--- src/sv/assert_macros.svh ---
// Assertion macros shared by the scheduler RTL.
// Each macro samples on clk_i and is disabled while rst_ni is low.
`ifndef ASSERT_MACROS_SVH
`define ASSERT_MACROS_SVH

// Same-cycle implication.
`define PTS_ASSERT_IMP(lbl, ante, cons, msg) \
  lbl: assert property (@(posedge clk_i) disable iff (!rst_ni) (ante) |-> (cons)) \
    else $error(msg);

// Next-cycle implication.
`define PTS_ASSERT_NXT(lbl, ante, cons, msg) \
  lbl: assert property (@(posedge clk_i) disable iff (!rst_ni) (ante) |=> (cons)) \
    else $error(msg);

`endif

--- src/sv/pts_pkg.sv ---
// Shared types and constants of the periodic task tick scheduler.
// No dependencies; every scheduler module imports this package.
package pts_pkg;

  // Number of task slots, one per priority level (1 to 16).
  localparam int unsigned NUM_SLOTS  = 8;
  localparam int unsigned SLOT_IDX_W = (NUM_SLOTS > 1) ? $clog2(NUM_SLOTS) : 1;

  // Field widths.
  localparam int unsigned TIME_W      = 16;
  localparam int unsigned TASK_W      = 4;
  localparam int unsigned IN_TDATA_W  = 40;
  localparam int unsigned OUT_TDATA_W = 8;

  localparam logic [SLOT_IDX_W-1:0] LAST_SLOT     = SLOT_IDX_W'(NUM_SLOTS - 1);
  localparam logic [TASK_W:0]       NUM_SLOTS_EXT = (TASK_W + 1)'(NUM_SLOTS);

  // Result kinds.
  typedef enum logic [1:0] {
    KIND_ACCEPT = 2'd0,
    KIND_REJECT = 2'd1,
    KIND_DUE    = 2'd2,
    KIND_IDLE   = 2'd3
  } kind_e;

  // Request types.
  typedef enum logic {
    REQ_CREATE = 1'b0,
    REQ_TICK   = 1'b1
  } req_e;

  // One result pushed from the sequencer into the output register.
  typedef struct packed {
    logic              valid;
    kind_e             kind;
    logic [TASK_W-1:0] task_id;
    logic              last;
  } result_t;

  // Write request into the slot table.
  typedef struct packed {
    logic                  used_we;
    logic                  period_we;
    logic                  cd_we;
    logic [SLOT_IDX_W-1:0] idx;
    logic [TIME_W-1:0]     period;
    logic [TIME_W-1:0]     countdown;
  } tbl_wr_t;

  // Read data of the slot table.
  typedef struct packed {
    logic              used;
    logic [TIME_W-1:0] period;
    logic [TIME_W-1:0] countdown;
  } tbl_rd_t;

endpackage

--- src/sv/pts_slot_tbl.sv ---
// Slot table: period and countdown storage plus the used flags.
// Depends on pts_pkg. One read index and one write port per cycle.
module pts_slot_tbl
  import pts_pkg::*;
(
  input  logic                  clk_i,
  input  logic                  rst_ni,
  input  logic [SLOT_IDX_W-1:0] rd_idx_i,
  output tbl_rd_t               rd_o,
  input  tbl_wr_t               wr_i
);

  logic [TIME_W-1:0] period_q [NUM_SLOTS];
  logic [TIME_W-1:0] cd_q     [NUM_SLOTS];
  logic [NUM_SLOTS-1:0] used_q;

  // Used flags are control state and clear on reset.
  always_ff @(posedge clk_i or negedge rst_ni) begin
    if (!rst_ni) begin
      used_q <= '0;
    end else if (wr_i.used_we) begin
      used_q[wr_i.idx] <= 1'b1;
    end
  end

  // Period and countdown only hold meaning once the slot is used.
  always_ff @(posedge clk_i) begin
    if (wr_i.period_we) begin
      period_q[wr_i.idx] <= wr_i.period;
    end
    if (wr_i.cd_we) begin
      cd_q[wr_i.idx] <= wr_i.countdown;
    end
  end

  // Read port.
  assign rd_o.used      = used_q[rd_idx_i];
  assign rd_o.period    = period_q[rd_idx_i];
  assign rd_o.countdown = cd_q[rd_idx_i];

endmodule

--- src/sv/pts_dec_unit.sv ---
// Shared countdown unit: due detection and one decrementer.
// Depends on pts_pkg. Used once per slot visit during a tick walk.
module pts_dec_unit
  import pts_pkg::*;
(
  input  logic [TIME_W-1:0] countdown_i,
  input  logic [TIME_W-1:0] period_i,
  output logic              due_o,
  output logic [TIME_W-1:0] next_o
);

  // A due slot reloads with period minus one, otherwise it counts down.
  always_comb begin
    due_o  = (countdown_i == '0);
    next_o = (due_o ? period_i : countdown_i) - TIME_W'(1);
  end

endmodule

--- src/sv/pts_ctrl.sv ---
// Sequencer of the scheduler: handles creates and walks the slots on a tick.
// Depends on pts_pkg and assert_macros.svh.
`include "assert_macros.svh"

module pts_ctrl
  import pts_pkg::*;
(
  input  logic                  clk_i,
  input  logic                  rst_ni,
  // Request side
  input  logic                  in_valid_i,
  output logic                  in_ready_o,
  input  req_e                  in_req_i,
  input  logic [TASK_W-1:0]     in_slot_i,
  input  logic [TIME_W-1:0]     in_period_i,
  input  logic [TIME_W-1:0]     in_delay_i,
  // Slot table
  output logic [SLOT_IDX_W-1:0] rd_idx_o,
  input  tbl_rd_t               rd_i,
  output tbl_wr_t               wr_o,
  // Countdown unit
  input  logic                  dec_due_i,
  input  logic [TIME_W-1:0]     dec_next_i,
  // Output register
  input  logic                  push_ok_i,
  output result_t               push_o
);

  typedef enum logic [2:0] {
    S_IDLE  = 3'b001,
    S_WALK  = 3'b010,
    S_FLUSH = 3'b100
  } state_e;

  state_e                state_q, state_d;
  logic [SLOT_IDX_W-1:0] idx_q, idx_d;
  logic                  pend_valid_q, pend_valid_d;
  kind_e                 pend_kind_q, pend_kind_d;
  logic [TASK_W-1:0]     pend_id_q, pend_id_d;
  logic                  in_range;
  logic                  stall;

  assign in_ready_o = (state_q == S_IDLE);
  assign in_range   = ({1'b0, in_slot_i} < NUM_SLOTS_EXT);
  assign rd_idx_o   = (state_q == S_IDLE) ? in_slot_i[SLOT_IDX_W-1:0] : idx_q;

  // A newly found due slot must wait while the previous one cannot be sent.
  assign stall = rd_i.used && dec_due_i && pend_valid_q && !push_ok_i;

  // Next-state and datapath control.
  always_comb begin
    state_d      = state_q;
    idx_d        = idx_q;
    pend_valid_d = pend_valid_q;
    pend_kind_d  = pend_kind_q;
    pend_id_d    = pend_id_q;

    push_o         = '0;
    push_o.kind    = KIND_DUE;
    push_o.task_id = pend_id_q;

    wr_o           = '0;
    wr_o.idx       = rd_idx_o;
    wr_o.period    = in_period_i;
    wr_o.countdown = (state_q == S_IDLE) ? in_delay_i : dec_next_i;

    unique case (state_q)
      S_IDLE: begin
        if (in_valid_i) begin
          if (in_req_i == REQ_CREATE) begin
            pend_valid_d = 1'b1;
            pend_id_d    = in_slot_i;
            if (in_range && !rd_i.used) begin
              wr_o.used_we   = 1'b1;
              wr_o.period_we = 1'b1;
              wr_o.cd_we     = 1'b1;
              pend_kind_d    = KIND_ACCEPT;
            end else begin
              pend_kind_d    = KIND_REJECT;
            end
            state_d = S_FLUSH;
          end else begin
            idx_d        = '0;
            pend_valid_d = 1'b0;
            state_d      = S_WALK;
          end
        end
      end

      S_WALK: begin
        if (!stall) begin
          if (rd_i.used) begin
            wr_o.cd_we = 1'b1;
            if (dec_due_i) begin
              // Send the previous due slot; it is known not to be the last.
              push_o.valid = pend_valid_q;
              pend_valid_d = 1'b1;
              pend_kind_d  = KIND_DUE;
              pend_id_d    = TASK_W'(idx_q);
            end
          end
          if (idx_q == LAST_SLOT) begin
            state_d = S_FLUSH;
          end else begin
            idx_d = idx_q + SLOT_IDX_W'(1);
          end
        end
      end

      S_FLUSH: begin
        if (push_ok_i) begin
          push_o.valid   = 1'b1;
          push_o.kind    = pend_valid_q ? pend_kind_q : KIND_IDLE;
          push_o.task_id = pend_valid_q ? pend_id_q : '0;
          push_o.last    = 1'b1;
          state_d        = S_IDLE;
        end
      end

      default: begin
        state_d = S_IDLE;
      end
    endcase
  end

  // Control registers.
  always_ff @(posedge clk_i or negedge rst_ni) begin
    if (!rst_ni) begin
      state_q      <= S_IDLE;
      pend_valid_q <= 1'b0;
    end else begin
      state_q      <= state_d;
      pend_valid_q <= pend_valid_d;
    end
  end

  // Walk index and pending result payload.
  always_ff @(posedge clk_i) begin
    idx_q       <= idx_d;
    pend_kind_q <= pend_kind_d;
    pend_id_q   <= pend_id_d;
  end

  `PTS_ASSERT_IMP(a_push_room, push_o.valid, push_ok_i, "result pushed into a full output register")
  `PTS_ASSERT_IMP(a_mid_walk, push_o.valid && !push_o.last, state_q == S_WALK, "non-final result outside a tick walk")
  `PTS_ASSERT_NXT(a_flush_done, (state_q == S_FLUSH) && push_ok_i, state_q == S_IDLE, "final result did not end the transaction")
  `PTS_ASSERT_IMP(a_create_idle, wr_o.used_we, (state_q == S_IDLE) && in_range, "slot claimed outside a create")

endmodule

--- src/sv/periodic_task_tick_scheduler_top.sv ---
// Top level of the periodic task tick scheduler.
// Depends on pts_pkg, pts_slot_tbl, pts_dec_unit and pts_ctrl.

// A create request is accepted in the idle state and gives one result, which
// is issued from the flush state. A tick is accepted in the idle state, then
// the shared countdown unit visits the slots in priority order, and the
// final result is issued from the flush state. Either kind of request is held
// up while a result, due or final, waits for room in the output register.
// The block takes no new request until the final result of the current one
// sits in the output register; that register lets the next request in while
// the result waits to be taken.
module periodic_task_tick_scheduler_top
  import pts_pkg::*;
(
  input  logic                   clk_i,
  input  logic                   rst_ni,
  // Request stream
  input  logic                   s_axis_tvalid,
  output logic                   s_axis_tready,
  // [3:0] task_slot, [19:4] period, [35:20] first_delay, [39:36] zero
  input  logic [IN_TDATA_W-1:0]  s_axis_tdata,
  // [0] req_type
  input  logic                   s_axis_tuser,
  // Result stream
  output logic                   m_axis_tvalid,
  input  logic                   m_axis_tready,
  // [3:0] task_id, [7:4] zero
  output logic [OUT_TDATA_W-1:0] m_axis_tdata,
  // [1:0] kind
  output logic [1:0]             m_axis_tuser,
  output logic                   m_axis_tlast
);

  logic [SLOT_IDX_W-1:0] rd_idx;
  tbl_rd_t               rd;
  tbl_wr_t               wr;
  logic                  dec_due;
  logic [TIME_W-1:0]     dec_next;
  logic                  push_ok;
  result_t               push;
  req_e                  in_req;

  logic                  out_valid_q;
  kind_e                 out_kind_q;
  logic [TASK_W-1:0]     out_id_q;
  logic                  out_last_q;

  assign in_req = req_e'(s_axis_tuser);

  pts_slot_tbl u_tbl (
    .clk_i    (clk_i),
    .rst_ni   (rst_ni),
    .rd_idx_i (rd_idx),
    .rd_o     (rd),
    .wr_i     (wr)
  );

  pts_dec_unit u_dec (
    .countdown_i (rd.countdown),
    .period_i    (rd.period),
    .due_o       (dec_due),
    .next_o      (dec_next)
  );

  pts_ctrl u_ctrl (
    .clk_i       (clk_i),
    .rst_ni      (rst_ni),
    .in_valid_i  (s_axis_tvalid),
    .in_ready_o  (s_axis_tready),
    .in_req_i    (in_req),
    .in_slot_i   (s_axis_tdata[3:0]),
    .in_period_i (s_axis_tdata[19:4]),
    .in_delay_i  (s_axis_tdata[35:20]),
    .rd_idx_o    (rd_idx),
    .rd_i        (rd),
    .wr_o        (wr),
    .dec_due_i   (dec_due),
    .dec_next_i  (dec_next),
    .push_ok_i   (push_ok),
    .push_o      (push)
  );

  // The output register has room when empty or when its content leaves now.
  assign push_ok = !out_valid_q || m_axis_tready;

  // Output register valid flag.
  always_ff @(posedge clk_i or negedge rst_ni) begin
    if (!rst_ni) begin
      out_valid_q <= 1'b0;
    end else if (push.valid) begin
      out_valid_q <= 1'b1;
    end else if (m_axis_tready) begin
      out_valid_q <= 1'b0;
    end
  end

  // Output register payload.
  always_ff @(posedge clk_i) begin
    if (push.valid) begin
      out_kind_q <= push.kind;
      out_id_q   <= push.task_id;
      out_last_q <= push.last;
    end
  end

  assign m_axis_tvalid = out_valid_q;
  assign m_axis_tdata  = OUT_TDATA_W'(out_id_q);
  assign m_axis_tuser  = out_kind_q;
  assign m_axis_tlast  = out_last_q;

endmodule

--- config.mk ---
export PLATFORM = sky130hd
export DESIGN_NAME = periodic_task_tick_scheduler_top
export DESIGN_NICKNAME = d
export VERILOG_FILES = /design/src/sv/pts_pkg.sv /design/src/sv/pts_slot_tbl.sv /design/src/sv/pts_dec_unit.sv /design/src/sv/pts_ctrl.sv /design/src/sv/periodic_task_tick_scheduler_top.sv
export VERILOG_INCLUDE_DIRS = /design/src /design/src/sv
export SDC_FILE = /design/constraint.sdc
export NUM_CORES = 1
export LEC_CHECK = 0
export ABC_AREA = 0
export ABC_CLOCK_PERIOD_IN_PS = 6830
export BUFFER_PORTS_ARGS = -buffer_cell sky130_fd_sc_hd__buf_2
export CORE_MARGIN = 2
export CORE_UTILIZATION = 50
export DETAILED_ROUTE_END_ITERATION = 12
export GPL_TIMING_DRIVEN = 0
export PLACE_DENSITY = 0.77
export SYNTH_ARGS = -nofsm -noshare
export SYNTH_HDL_FRONTEND = slang
export SYNTH_SLANG_ARGS = --single-unit
--- constraint.sdc ---
create_clock -name clk_i -period 6.83 [get_ports clk_i]
set_clock_uncertainty 0.1 [all_clocks]
set_input_delay 0 -clock clk_i [delete_from_list [all_inputs] [get_ports clk_i]]
set_output_delay 0 -clock clk_i [all_outputs]
set_load 0.01 [all_outputs]
==> results.txt <==
hold path startpoint = s_axis_tdata[23]
status = finished, final reports clean
Yosys warning count = 0
Sw Share = 38.5%
Seq/Total Area, Yosys = 63.1%
fraction of registers with async set/reset = 4.56%
Min-Delay Endpoint = u_tbl.cd_q[3][3]
multiplexer share of the synthesized area = 12.1%
setup total negative slack = 0 ns
Die W = 168 um
CTS tree = built
critical path launch point type = flip-flop
period utilization = 98.9%
GR Overflow Total = 0
worst hold stages = 3
Post-Syn Instances = 970
Post-Synth Adder-Cell Area = 0.279%
average wire per standard cell = 27.4 um
1st-iter DRT viols = 1437
total power = 0.00638 W
Num CTS Buffers = 29
DRT Wirelength = 40400 um
commonest non-fill, non-tap cell in the layout = edfxtp_1
Critical Path RT = 7.02 ns
Power Dens Cells = 405 nW/um^2
Compound-Gate Fraction of Synth Area = 10.9%
post-synth top area share = 60.7%
top_reg_cell synth = edfxtp_1
Distinct cells, synth = 84
Gate power share = 40.1%
largest net degree at the start of global routing = 16
Leak = 5.45 nW
Slew HR = 9.95%
placed inst area = 14500 sq um
Mean Syn Cell Area = 13.9 sq um
CTS Buffer Depth = 3
gpl congestion = 0.968
FF-to-FF path depth = 17
top-level I/O count = 58
main combinational cell family by area after synthesis = multiplexers
Post-synth EDFFs = 272
max-slew violations = 0
Core Region = 26700 sq um
router iterations before antenna repair = 6
FF-to-FF setup slack = 0.08 ns
Via density = 6.69
final core utilization = 59.0%
Max Cap Viol = 0
final setup fails = 0
Max Freq = 148 MHz
HP Class = input port to flip-flop
Flop pwr share = 36.1%
reg-to-reg endpoint = u_tbl.cd_q[0][12]
antenna-violating nets left = 0
Critical Path End Type = flip-flop
Synth area leader = edfxtp_1
post-route cell area = 15800 sq um
Die ar. = 28300 sq um
all-layer global routing usage = 28.4%
RSZ-0062 raised after global routing = no
most frequent cells in the layout = edfxtp_1 (272), nand2_1 (95), mux2i_1 (62), buf_2 (60), nor2_1 (45)
Critical R2R Launch = u_ctrl.state_q[0]
DR DRC count = 0
Skew-Pair Late Insertion Delay = 0.58 ns
number of global-route vias before repair = 9811
XOR/XNOR share of the synthesized area = 0.781%
post-layout min period = 6.75 ns
initial antenna violation count = 1
CP max FO = 10
CTS Root Cell = clkbuf_16
Yosys reg bits = 285
top cells by area, synth = edfxtp_1 (61%), mux4_2 (5.2%), mux2i_1 (4.6%)
critical setup path kind = flip-flop to flip-flop
arrival time worst endpoint = 6.94 ns
Mapped Area = 13500 sq um
Hold Vio Cnt, Final = 0
Slew @ Worst Pin = 1.31 ns
Simple-Gate Fraction of Synth Area = 10.2%
H-tree Lvls = 1
die span in y = 168 um
Layout area overhead = 17.1%
Clk pwr share = 23.8%
P_int = 0.00392 W
DP HPWL = 27900 um
port bufs = 47
Net Sw Power = 0.00246 W
routed vias = 9827
Peak VDD IR = 0.203 mV
first-pass GRT wire length = 59700 um
CTS sink cnt = 285
# rows = 60
initial cell density of the core = 50.4%
Reg clk slew, reported paths = 0.06 ns
share of cells above drive strength 1 = 20.4%
fin nets = 1155
[cell usage after synthesis (8+ instances only)]
master / count
edfxtp_1: 272
nand2_1: 95
mux2i_1: 62
nor2_1: 59
clkbuf_1: 32
mux4_2: 31
o21ai_0: 30
a21oi_1: 27
a221oi_1: 23
nor3_1: 23
mux2_2: 22
nor2b_1: 18
buf_2: 13
nand3_1: 13
dfrtp_1: 12
o21ai_1: 11
a31oi_1: 10
and2_1: 10
or2_2: 10
and3_1: 9
buf_1: 8
o211ai_1: 8
o21a_1: 8
[flip-flops by register name, summed over array words and instances (netlist names)]
register and cells:
u_tbl.cd_q 128, u_tbl.period_q 128, u_tbl.used_q 8, out_id_q 4, u_ctrl.pend_id_q 4, u_ctrl.idx_q 3
u_ctrl.state_q 3, m_axis_tuser 2, u_ctrl.pend_kind_q 2, m_axis_tlast 1, m_axis_tvalid 1, u_ctrl.pend_valid_q 1
[logic make-up after synthesis]
group	count (synthesis)
flip-flops	285
other	1
buffers and inverters	72
AND/OR/NAND/NOR	278
XOR/XNOR	12
adder cells (fa/ha/maj)	3
multiplexers	120
AO/OA/AOI/OAI	199
[critical path, stage by stage, from the launching register on]
cell and delay (ns):
dfstp_2 0.61, or3b_4 0.45, mux2i_1 0.90, a211oi_1 0.13, or4_1 0.74, nand4_1 0.24, or4_1 0.14, buf_2 0.18
buf_2 0.32, clkbuf_1 0.47, o21a_1 0.25, ha_1 0.32, and3_1 0.22, and4_1 0.19, mux2i_1 0.16, nor4_1 0.42
xnor2_1 0.16, o21ai_1 0.46
[power by group through the flow]
stage          Sequential (W)  Combinational, W  Clock [W]
2_1_floorplan         0.00232           0.00157          0
3_3_place_gp          0.00233           0.00234          0
3_5_place_dp          0.00233           0.00241          0
4_1_cts               0.00230           0.00245    0.00152
5_1_grt               0.00231           0.00266    0.00159
6_report              0.00230           0.00256    0.00152
[worst max-delay path by stage]
stage / endpoint / startpoint / slack (ns)
after global placement: u_tbl.cd_q[1][7] / u_ctrl.state_q[0] / -0.92
after CTS: u_tbl.cd_q[4][14] / u_ctrl.idx_q[0] / 0.02
after floorplan: u_tbl.cd_q[0][12] / u_ctrl.state_q[0] / 1.80
after detailed placement: u_tbl.cd_q[4][14] / u_ctrl.idx_q[0] / -0.0002
final: u_tbl.cd_q[0][12] / u_ctrl.state_q[0] / 0.08
after global routing: u_tbl.cd_q[0][10] / u_ctrl.idx_q[2] / 0.06
[stage by stage]
stage               setup slack, ns  hold WS [ns]  instances
finish                       0.0762        0.0265       1470
global route                 0.0585        0.0627       1469
CTS                          0.0245        0.0104       1470
detailed placement        -0.000230        -0.177       1379
global placement             -0.918        -0.183       1361
floorplan                      1.80        -0.396        973
[cell type report]
| class | count | area [sq um] |
|---|---|---|
| sequential | 285 | 8490 |
| timing repair buffer | 104 | 906 |
| clock buffer | 42 | 805 |
| multi-input combinational | 616 | 4680 |
| clock inverter | 10 | 91.3 |
| buffer | 62 | 312 |
| inverter | 9 | 38.8 |
| antenna | 1 | 2.50 |
| fill | 2060 | 11000 |
| tap | 341 | 427 |
[routing by layer]
metal / part of all wire [%] / global-route usage (%)
met1: 36 / 36.2
met2: 46 / 45.4
met3: 12 / 6.98
met4: 6.0 / 14.9
met5: 0 / 0
[repair_timing]
action                                  4_1_cts  5_1_grt
resized for setup                             0        7
hold buffers                                 39        0
hold endpoints to repair                    277        0
endpoints found under the setup margin        0       47
setup buffers                                 0        0
No activity file was read; power rests on OpenSTA's default activity.
